### src/rtl/dgpq_pkg.sv
// Shared constants, codes and types of the dual-gang pot quadrant decoder.
package dgpq_pkg;

    // Pot count and derived index width
    localparam int NUM_POTS  = 4;
    localparam int POT_IDX_W = (NUM_POTS > 1) ? $clog2(NUM_POTS) : 1;

    // Field widths
    localparam int OP_W       = 2;
    localparam int IDX_W      = 4;
    localparam int ADC_W      = 12;
    localparam int VAL_W      = 16;
    localparam int STEP_W     = 15;
    localparam int ST_W       = 2;
    localparam int QUAD_W     = 2;
    localparam int CFG_IDX_W  = 3;
    localparam int CFG_DATA_W = 16;

    // Operation codes
    localparam logic [OP_W-1:0] OP_SAMPLE = 2'd0;
    localparam logic [OP_W-1:0] OP_SET    = 2'd1;
    localparam logic [OP_W-1:0] OP_LOAD   = 2'd2;

    // Status codes
    localparam logic [ST_W-1:0] ST_OK        = 2'd0;
    localparam logic [ST_W-1:0] ST_DEAD_ZONE = 2'd1;
    localparam logic [ST_W-1:0] ST_BAD_INDEX = 2'd2;
    localparam logic [ST_W-1:0] ST_RANGE     = 2'd3;

    // Quadrant codes
    localparam logic [QUAD_W-1:0] QUAD_1 = 2'd0;
    localparam logic [QUAD_W-1:0] QUAD_2 = 2'd1;
    localparam logic [QUAD_W-1:0] QUAD_3 = 2'd2;
    localparam logic [QUAD_W-1:0] QUAD_4 = 2'd3;

    // Configuration register indexes
    localparam logic [CFG_IDX_W-1:0] REG_ADC1_HALF   = 3'd0;
    localparam logic [CFG_IDX_W-1:0] REG_ADC2_HALF   = 3'd1;
    localparam logic [CFG_IDX_W-1:0] REG_DEAD_ZONE_1 = 3'd2;
    localparam logic [CFG_IDX_W-1:0] REG_DEAD_ZONE_2 = 3'd3;
    localparam logic [CFG_IDX_W-1:0] REG_VALUE_MIN   = 3'd4;
    localparam logic [CFG_IDX_W-1:0] REG_VALUE_MAX   = 3'd5;
    localparam logic [CFG_IDX_W-1:0] REG_VALUE_STEP  = 3'd6;

    // Settings shared by all pots
    typedef struct packed {
        logic        [ADC_W-1:0]  adc1_half;
        logic        [ADC_W-1:0]  adc2_half;
        logic        [ADC_W-1:0]  dead_zone_1;
        logic        [ADC_W-1:0]  dead_zone_2;
        logic signed [VAL_W-1:0]  value_min;
        logic signed [VAL_W-1:0]  value_max;
        logic        [STEP_W-1:0] value_step;
    } cfg_t;

    // One input beat
    typedef struct packed {
        logic        [OP_W-1:0]  op;
        logic        [IDX_W-1:0] pot_index;
        logic        [ADC_W-1:0] adc1_sample;
        logic        [ADC_W-1:0] adc2_sample;
        logic signed [VAL_W-1:0] new_value;
    } item_t;

    // Stored state of one pot
    typedef struct packed {
        logic signed [VAL_W-1:0]  value;
        logic        [ADC_W-1:0]  last_adc1;
        logic        [ADC_W-1:0]  last_adc2;
        logic        [QUAD_W-1:0] last_quad;
    } pot_t;

    // One result beat
    typedef struct packed {
        logic        [ST_W-1:0]   status;
        logic signed [VAL_W-1:0]  pot_value;
        logic        [QUAD_W-1:0] quadrant;
    } result_t;

    // State write-back for the addressed pot
    typedef struct packed {
        logic                     wr_value;
        logic signed [VAL_W-1:0]  value;
        logic                     wr_track;
        logic        [ADC_W-1:0]  last_adc1;
        logic        [ADC_W-1:0]  last_adc2;
        logic        [QUAD_W-1:0] last_quad;
    } upd_t;

endpackage

### src/rtl/dgpq_cfg.sv
// Configuration register file shared by all pots.
module dgpq_cfg
(
    input  logic                                clk,
    input  logic                                rst_n,
    input  logic                                cfg_valid,
    output logic                                cfg_ready,
    input  logic [dgpq_pkg::CFG_IDX_W-1:0]      cfg_index,
    input  logic [dgpq_pkg::CFG_DATA_W-1:0]     cfg_data,
    output dgpq_pkg::cfg_t                      cfg
);
    import dgpq_pkg::*;

    cfg_t cfg_reg;
    cfg_t cfg_next;

    // Writes are always accepted
    assign cfg_ready = 1'b1;
    assign cfg      = cfg_reg;

    // Decode the register index, drop writes beyond the list
    always_comb
    begin
        cfg_next = cfg_reg;
        if (cfg_valid)
        begin
            case (cfg_index)
                REG_ADC1_HALF:   cfg_next.adc1_half   = cfg_data[ADC_W-1:0];
                REG_ADC2_HALF:   cfg_next.adc2_half   = cfg_data[ADC_W-1:0];
                REG_DEAD_ZONE_1: cfg_next.dead_zone_1 = cfg_data[ADC_W-1:0];
                REG_DEAD_ZONE_2: cfg_next.dead_zone_2 = cfg_data[ADC_W-1:0];
                REG_VALUE_MIN:   cfg_next.value_min   = $signed(cfg_data[VAL_W-1:0]);
                REG_VALUE_MAX:   cfg_next.value_max   = $signed(cfg_data[VAL_W-1:0]);
                REG_VALUE_STEP:  cfg_next.value_step  = cfg_data[STEP_W-1:0];
                default:         cfg_next = cfg_reg;
            endcase
        end
    end

    always_ff @(posedge clk or negedge rst_n)
    begin
        if (!rst_n)
        begin
            cfg_reg.adc1_half   <= ADC_W'(2047);
            cfg_reg.adc2_half   <= ADC_W'(2047);
            cfg_reg.dead_zone_1 <= ADC_W'(16);
            cfg_reg.dead_zone_2 <= ADC_W'(16);
            cfg_reg.value_min   <= VAL_W'(0);
            cfg_reg.value_max   <= VAL_W'(1000);
            cfg_reg.value_step  <= STEP_W'(1);
        end
        else
        begin
            cfg_reg <= cfg_next;
        end
    end

endmodule

### src/rtl/dgpq_step.sv
// Single-pass decode of one beat against the addressed pot's state.
module dgpq_step
(
    input  dgpq_pkg::cfg_t    cfg,
    input  dgpq_pkg::item_t   item,
    input  dgpq_pkg::pot_t    pot,
    output dgpq_pkg::result_t result,
    output dgpq_pkg::upd_t    upd
);
    import dgpq_pkg::*;

    logic                     bad_index;
    logic [QUAD_W-1:0]        quad;
    logic                     track2;
    logic signed [ADC_W+1:0]  trk_sample;
    logic signed [ADC_W+1:0]  trk_last;
    logic signed [ADC_W+1:0]  trk_dz;
    logic                     reject;
    logic                     up1;
    logic                     up2;
    logic                     inc;
    logic signed [VAL_W:0]    val_ext;
    logic signed [VAL_W:0]    step_ext;
    logic signed [VAL_W:0]    sum;
    logic signed [VAL_W:0]    diff;
    logic signed [VAL_W-1:0]  stepped;
    logic                     in_range;

    assign bad_index = {1'b0, item.pot_index} >= (IDX_W+1)'(NUM_POTS);

    // Quadrant search, first matching test wins
    always_comb
    begin
        if (item.adc1_sample <= cfg.adc1_half && item.adc2_sample >= cfg.adc2_half)
            quad = QUAD_1;
        else if (item.adc1_sample >= cfg.adc1_half && item.adc2_sample >= cfg.adc2_half)
            quad = QUAD_2;
        else if (item.adc1_sample >= cfg.adc1_half && item.adc2_sample <= cfg.adc2_half)
            quad = QUAD_3;
        else
            quad = QUAD_4;
    end

    // Dead zone on the channel this quadrant tracks (strict bounds)
    assign track2     = (quad == QUAD_1) || (quad == QUAD_4);
    assign trk_sample = $signed({2'b00, track2 ? item.adc2_sample : item.adc1_sample});
    assign trk_last   = $signed({2'b00, track2 ? pot.last_adc2 : pot.last_adc1});
    assign trk_dz     = $signed({2'b00, track2 ? cfg.dead_zone_2 : cfg.dead_zone_1});
    assign reject     = (trk_sample > trk_last - trk_dz) && (trk_sample < trk_last + trk_dz);

    // Direction from channel change or from the quadrant just left
    assign up1 = item.adc1_sample > pot.last_adc1;
    assign up2 = item.adc2_sample > pot.last_adc2;

    always_comb
    begin
        case (quad)
            QUAD_1:  inc = up2 || (pot.last_quad == QUAD_4);
            QUAD_2:  inc = up1 || (pot.last_quad == QUAD_1);
            QUAD_3:  inc = !up1 || (pot.last_quad == QUAD_2);
            default: inc = up2 || (pot.last_quad == QUAD_3);
        endcase
    end

    // Saturating step between min and max
    assign val_ext  = {pot.value[VAL_W-1], pot.value};
    assign step_ext = $signed({2'b00, cfg.value_step});
    assign sum      = val_ext + step_ext;
    assign diff     = val_ext - step_ext;

    always_comb
    begin
        stepped = pot.value;
        if (inc)
        begin
            if (pot.value < cfg.value_max)
                stepped = (sum > $signed({cfg.value_max[VAL_W-1], cfg.value_max}))
                          ? cfg.value_max : sum[VAL_W-1:0];
        end
        else
        begin
            if (pot.value > cfg.value_min)
                stepped = (diff < $signed({cfg.value_min[VAL_W-1], cfg.value_min}))
                          ? cfg.value_min : diff[VAL_W-1:0];
        end
    end

    assign in_range = (item.new_value >= cfg.value_min) && (item.new_value <= cfg.value_max);

    // Result and write-back per operation
    always_comb
    begin
        result.status    = ST_OK;
        result.pot_value = pot.value;
        result.quadrant  = pot.last_quad;
        upd.wr_value     = 1'b0;
        upd.value        = pot.value;
        upd.wr_track     = 1'b0;
        upd.last_adc1    = item.adc1_sample;
        upd.last_adc2    = item.adc2_sample;
        upd.last_quad    = quad;
        if (bad_index)
        begin
            result.status    = ST_BAD_INDEX;
            result.pot_value = '0;
            result.quadrant  = QUAD_1;
        end
        else
        begin
            case (item.op)
                OP_SAMPLE:
                begin
                    result.quadrant = quad;
                    if (reject)
                    begin
                        result.status = ST_DEAD_ZONE;
                    end
                    else
                    begin
                        result.pot_value = stepped;
                        upd.wr_value     = 1'b1;
                        upd.value        = stepped;
                        upd.wr_track     = 1'b1;
                    end
                end
                OP_SET:
                begin
                    if (in_range)
                    begin
                        result.pot_value = item.new_value;
                        upd.wr_value     = 1'b1;
                        upd.value        = item.new_value;
                    end
                    else
                    begin
                        result.status = ST_RANGE;
                    end
                end
                OP_LOAD:
                begin
                    result.pot_value = item.new_value;
                    result.quadrant  = QUAD_1;
                    upd.wr_value     = 1'b1;
                    upd.value        = item.new_value;
                    upd.wr_track     = 1'b1;
                    upd.last_quad    = QUAD_1;
                end
                default:
                begin
                    result.status = ST_OK;
                end
            endcase
        end
    end

endmodule

### src/rtl/dual_gang_pot_quadrant_decoder_core.sv
// Top level: input register, per-pot state, single-pass decode, result register.
//
//  channel  | handshake            | payload
//  ---------+----------------------+------------------------------------------------
//  s_*      | s_tvalid / s_tready  | s_tuser op, s_tdata index/adc1/adc2/new_value
//  m_*      | m_tvalid / m_tready  | m_tuser status, m_tdata pot_value/quadrant
//  cfg_*    | cfg_valid/cfg_ready  | cfg_index register number, cfg_data value
//
// One beat per cycle sustained while m_tready stays high; an accepted input beat is held in the
// input register, decoded from there and then registered in the result register.
// The decode reads and writes the per-pot registers in the same cycle, so a beat
// always sees the state left by the one before it.
// Reset clears the settings to their defaults and every pot to zero in quadrant Q1.
// A stalled result holds the input register; s_tready drops only when both are full.
module dual_gang_pot_quadrant_decoder_core
(
    input  logic                                clk,
    input  logic                                rst_n,
    input  logic                                s_tvalid,
    output logic                                s_tready,
    input  logic [47:0]                         s_tdata,   // pot_index, adc1_sample, adc2_sample, new_value, zero pad
    input  logic [1:0]                          s_tuser,   // op
    output logic                                m_tvalid,
    input  logic                                m_tready,
    output logic [23:0]                         m_tdata,   // pot_value, quadrant, zero pad
    output logic [1:0]                          m_tuser,   // status
    input  logic                                cfg_valid,
    output logic                                cfg_ready,
    input  logic [dgpq_pkg::CFG_IDX_W-1:0]      cfg_index,
    input  logic [dgpq_pkg::CFG_DATA_W-1:0]     cfg_data
);
    import dgpq_pkg::*;

    cfg_t                    cfg;
    item_t                   in_item;
    item_t                   in_item_reg;
    logic                    in_valid_reg;
    logic                    in_valid_next;
    result_t                 out_result_reg;
    logic                    out_valid_reg;
    logic                    out_valid_next;
    logic                    advance;
    logic [POT_IDX_W-1:0]    pidx;
    pot_t                    pot;
    result_t                 result;
    upd_t                    upd;

    logic signed [VAL_W-1:0]  pot_value_reg [NUM_POTS];
    logic        [ADC_W-1:0]  last_adc1_reg [NUM_POTS];
    logic        [ADC_W-1:0]  last_adc2_reg [NUM_POTS];
    logic        [QUAD_W-1:0] last_quad_reg [NUM_POTS];

    // Settings
    dgpq_cfg u_cfg
    (
        .clk       (clk),
        .rst_n     (rst_n),
        .cfg_valid (cfg_valid),
        .cfg_ready (cfg_ready),
        .cfg_index (cfg_index),
        .cfg_data  (cfg_data),
        .cfg       (cfg)
    );

    // Unpack the input beat
    assign in_item.op          = s_tuser;
    assign in_item.pot_index   = s_tdata[3:0];
    assign in_item.adc1_sample = s_tdata[15:4];
    assign in_item.adc2_sample = s_tdata[27:16];
    assign in_item.new_value   = $signed(s_tdata[43:28]);

    // Handshake: advance when the result register is free or draining
    assign advance  = in_valid_reg && (!out_valid_reg || m_tready);
    assign s_tready = !in_valid_reg || advance;

    always_comb
    begin
        in_valid_next = in_valid_reg;
        if (s_tvalid && s_tready)
            in_valid_next = 1'b1;
        else if (advance)
            in_valid_next = 1'b0;
    end

    always_comb
    begin
        out_valid_next = out_valid_reg;
        if (advance)
            out_valid_next = 1'b1;
        else if (m_tready)
            out_valid_next = 1'b0;
    end

    always_ff @(posedge clk or negedge rst_n)
    begin
        if (!rst_n)
        begin
            in_valid_reg  <= 1'b0;
            out_valid_reg <= 1'b0;
        end
        else
        begin
            in_valid_reg  <= in_valid_next;
            out_valid_reg <= out_valid_next;
        end
    end

    // Capture the input beat
    always_ff @(posedge clk)
    begin
        if (s_tvalid && s_tready)
            in_item_reg <= in_item;
    end

    // Read the addressed pot
    assign pidx          = in_item_reg.pot_index[POT_IDX_W-1:0];
    assign pot.value     = pot_value_reg[pidx];
    assign pot.last_adc1 = last_adc1_reg[pidx];
    assign pot.last_adc2 = last_adc2_reg[pidx];
    assign pot.last_quad = last_quad_reg[pidx];

    dgpq_step u_step
    (
        .cfg    (cfg),
        .item   (in_item_reg),
        .pot    (pot),
        .result (result),
        .upd    (upd)
    );

    // Write back pot state as the beat moves to the result register
    always_ff @(posedge clk or negedge rst_n)
    begin
        if (!rst_n)
        begin
            for (int i = 0; i < NUM_POTS; i++)
            begin
                pot_value_reg[i] <= '0;
                last_adc1_reg[i] <= '0;
                last_adc2_reg[i] <= '0;
                last_quad_reg[i] <= QUAD_1;
            end
        end
        else if (advance)
        begin
            if (upd.wr_value)
                pot_value_reg[pidx] <= upd.value;
            if (upd.wr_track)
            begin
                last_adc1_reg[pidx] <= upd.last_adc1;
                last_adc2_reg[pidx] <= upd.last_adc2;
                last_quad_reg[pidx] <= upd.last_quad;
            end
        end
    end

    // Result register
    always_ff @(posedge clk)
    begin
        if (advance)
            out_result_reg <= result;
    end

    assign m_tvalid = out_valid_reg;
    assign m_tuser  = out_result_reg.status;
    assign m_tdata  = {6'b0, out_result_reg.quadrant, out_result_reg.pot_value};

    // A decoded beat always shows up at the output next cycle
    assert property (@(posedge clk) disable iff (!rst_n) advance |=> m_tvalid)
        else $error("decoded beat did not reach the result register");

    // Input back-pressure only when both registers are full and the sink stalls
    assert property (@(posedge clk) disable iff (!rst_n)
        !s_tready |-> (in_valid_reg && out_valid_reg && !m_tready))
        else $error("input stalled without a full pipeline");

    // Bad index results carry zero value and quadrant
    assert property (@(posedge clk) disable iff (!rst_n)
        (m_tvalid && m_tuser == ST_BAD_INDEX) |-> (m_tdata == 24'd0))
        else $error("bad index result carries data");

endmodule

### config.mk
export PLATFORM = sky130hd
export DESIGN_NAME = dual_gang_pot_quadrant_decoder_core
export DESIGN_NICKNAME = d
export VERILOG_FILES = /design/src/rtl/dgpq_pkg.sv /design/src/rtl/dgpq_cfg.sv /design/src/rtl/dgpq_step.sv /design/src/rtl/dual_gang_pot_quadrant_decoder_core.sv
export SDC_FILE = /design/constraint.sdc
export NUM_CORES = 1
export LEC_CHECK = 0
export ABC_CLOCK_PERIOD_IN_PS = 19200
export BUFFER_PORTS_ARGS = -buffer_cell sky130_fd_sc_hd__buf_2
export CAP_MARGIN = 20
export CELL_PAD_IN_SITES_DETAIL_PLACEMENT = 2
export CELL_PAD_IN_SITES_GLOBAL_PLACEMENT = 2
export CORE_MARGIN = 2
export CORE_UTILIZATION = 45
export DETAILED_ROUTE_END_ITERATION = 10
export PLACE_DENSITY_LB_ADDON = 0.1
export SLEW_MARGIN = 30
export SYNTH_ARGS = -nofsm -noshare
export SYNTH_HDL_FRONTEND = slang
export SYNTH_SLANG_ARGS = --single-unit
### constraint.sdc
create_clock -name clk -period 19.2 [get_ports clk]
set_input_delay 3.84 -clock clk [delete_from_list [all_inputs] [get_ports clk]]
set_output_delay 3.84 -clock clk [all_outputs]
set_load 0.005 [all_outputs]
==> out/qor.txt <==
Cts bufs inserted: 40
Max cap viols: 0
Buffers on Ports: 91
Type of origin of the critical path: flop
Critical-path top delay cell: nor3_4
Antenna Nets Post-Route: 0
Syn_area_per_cell: 10.9 µm²
Fin crit share: 0.497
Internal power: 0.00240 W
Hpwl dp: 57500 µm
Post-synth EDFFs: 66
Endpoints failing hold: 0
Root Driver: clkbuf_16
Hold Path Class: flop to flop
Vias in the first global route: 19.3k
Combinational share of power: 0.607
Post-synthesis cell count: 2015
Die W: 225 µm
CP required: 19.66 ns
Cell area after synthesis: 0.0220 mm²
Final net count: 2405
Sequential share of power: 0.222
Critical Path AT: 10.01 ns
GRT met3 Usage: 0.0356
Worst rel slew slack: 0.304
Setup TNS: 0 ns
CTS Buffer Depth: 3
First-pass GRT wire length: 119000 µm
Postcts setup bufs: 0
CTS Hold Bufs: 0
Area of the multi-input gates: 0.0124 mm²
Ant diodes: 0
Net Sw Power: 0.00216 W
VDD IR max: 0.101 mV
Initial Util: 0.453
Leakage: 11.0 nW
Slew @ Worst Pin: 1.04 ns
Row cnt: 81
Met2 Resource Use GR: 0.577
Antenna violations before repair: 1
Sw frac: 0.474
Gpl congestion: 0.860
Top-area cell type share of the netlist area: 0.266
Die area: 0.0506 mm²
Yosys warns: 0
Period minus WS final: 9.55 ns
Worst-Skew Late Latency: 0.60 ns
Largest register FFs: 95
TritonRoute pass-1 iters: 7
Max frequency: 0.105 GHz
Async set-reset flop share out of synthesis: 0.801
RSZ-0062 raised after global routing: no
Clk slew on worst S/H paths: 0.06 ns
Worst hold slack: 0.485 ns
Register area share after synthesis: 0.394
H-tree depth: 2
Flop and latch count out of synthesis: 331
DRC errors left: 0
Worst setup margin: 9.65 ns
CTS tree: done
Layout cells sized above 1: 0.240
Filler Cell Count: 4906
Area leader, netlist: dfrtp_1
Prevailing post-synth register cell: dfrtp_1
Setup WS pre-CTS: 9.64 ns
Most common cell after layout, fill and taps aside: dfrtp_1
Die H: 225 µm
Crit-path max FO: 19
WL/cell: 28.3 µm
Sequential cell area: 0.00865 mm²
Final count of negative-setup-slack endpoints: 0
GR Util met1: 0.359
GRT Util Overall: 0.313
Vias per cell: 6.18
Status: completed
Initial DRC count: 784
Final global-route overflow total: 0
Clk_skew: 0.0278 ns
CP Capture Type: flop
Yosys cell types: 104
Worst path max stage delay: 0.82 ns
# clock sinks: 331
Max-slew violation count: 0
Core ar.: 0.0485 mm²
Power per Cell Area: 186 mW/mm²
DRT Wirelength: 78000 µm
Largest net degree at the start of global routing: 70
Top post-synthesis cells by area: dfrtp_1, ha_1, mux2_2
P&R area growth vs syn: 11.3%
Busiest grt layer: met2
Kind of critical path: flop to flop
Vias after detailed routing: 17.0k
Most frequent cells in the layout: dfrtp_1, ha_1, mux2_2
Cts repair resizes: 0
Clock share of power: 0.171
Io pins: 103
==> power groups by stage <==
stage               registers (W)  logic (W)  clock network (W)
finish                    0.00101    0.00276           0.000779
global route              0.00103    0.00301           0.000818
CTS                       0.00101    0.00274           0.000795
detailed placement        0.00101    0.00270                  0
global placement         0.000990    0.00256                  0
floorplan                0.000967    0.00189                  0
==> Yosys cell counts, drive strengths merged, types with 13 or more instances <==
cell type / count
dfrtp: 234
o211ai: 13
nand2b: 21
nand2: 112
mux2i: 26
a2111oi: 13
ha: 224
nor2b: 18
o21ai: 117
buf: 43
nand4: 28
a211oi: 24
a31oi: 22
edfxtp: 66
mux4: 42
nor3: 31
a21o: 22
o21a: 15
a21oi: 113
o21bai: 15
nor2: 108
nand3: 36
xnor2: 40
dfstp: 31
clkbuf: 38
inv: 155
mux2: 230
==> logic make-up (layout without fill, tap and decap cells) <==
logic type | Yosys count | count (layout) | share of synthesized area
AO/OA/AOI/OAI | 453 | 453 | 0.141
XOR/XNOR | 46 | 46 | 0.0183
flip-flops | 331 | 331 | 0.394
adder cells (fa/ha/maj) | 228 | 228 | 0.131
other | 2 | 7 | 0.000342
AND/OR/NAND/NOR | 419 | 419 | 0.0961
multiplexers | 298 | 298 | 0.174
buffers and inverters | 238 | 353 | 0.0457
==> worst max-delay path, delay by kind of cell, from the launching register on <==
| family | cells | cell delay, ns |
|---|---|---|
| and+or+nand+nor | 6 | 1.50 |
| DFF | 1 | 0.53 |
| xor gates and xnor gates | 2 | 0.35 |
| muxes | 1 | 0.44 |
| adders and majority gates | 4 | 1.93 |
| AOI/OAI and AO/OA | 16 | 4.10 |
| buffers and inverters | 3 | 0.52 |
==> layout make-up <==
cell class,instances,area share
clock inverters,17,0.00751
repair buffers,122,0.0308
multi-input cells,1451,0.506
clock buffers,57,0.0468
inverters,157,0.0241
well taps,622,0.0318
flip-flops and latches,331,0.353
==> final timing paths <==
| check | cells after the start | startpoint | slack (ns) | to |
|---|---|---|---|---|
| max | 32 | in_item_reg[29]$_DFFE_PP_ | 9.65 | pot_value_reg[4]$_DFFE_PN0P_ |
| min | 1 | in_valid_reg$_DFFE_PN0P_ | 0.49 | m_tvalid$_DFFE_PN0P_ |
| max reg2reg | 32 | in_item_reg[29]$_DFFE_PP_ | 9.65 | pot_value_reg[4]$_DFFE_PN0P_ |
| min reg2reg | 1 | in_valid_reg$_DFFE_PN0P_ | 0.49 | m_tvalid$_DFFE_PN0P_ |
| max in group asynchronous | 3 | rst_n | 14.77 | u_cfg.cfg[87]$_DFFE_PN1P_ |
| min in group asynchronous | 1 | rst_n | 3.15 | u_cfg.cfg[12]$_DFFE_PN0P_ |
==> routing by layer <==
metal	part of all wire	vias to the layer above
met5	0	-
met4	0.052	0
met3	0.031	168
met2	0.52	367
met1	0.40	8910
li1	-	7604
==> stage by stage <==
step / cell area (µm²) / instances / total power (W) / util
floorplan: 22000 / 2020 / 0.00285 / -
global placement: 23000 / 2676 / 0.00355 / 0.475
detailed placement: 23100 / 2681 / 0.00371 / 0.476
CTS: 24400 / 2755 / 0.00454 / 0.503
global route: 24500 / 2757 / 0.00485 / 0.504
finish: 24500 / 2757 / 0.00455 / 0.504
Power figures use the tool's default switching activity.
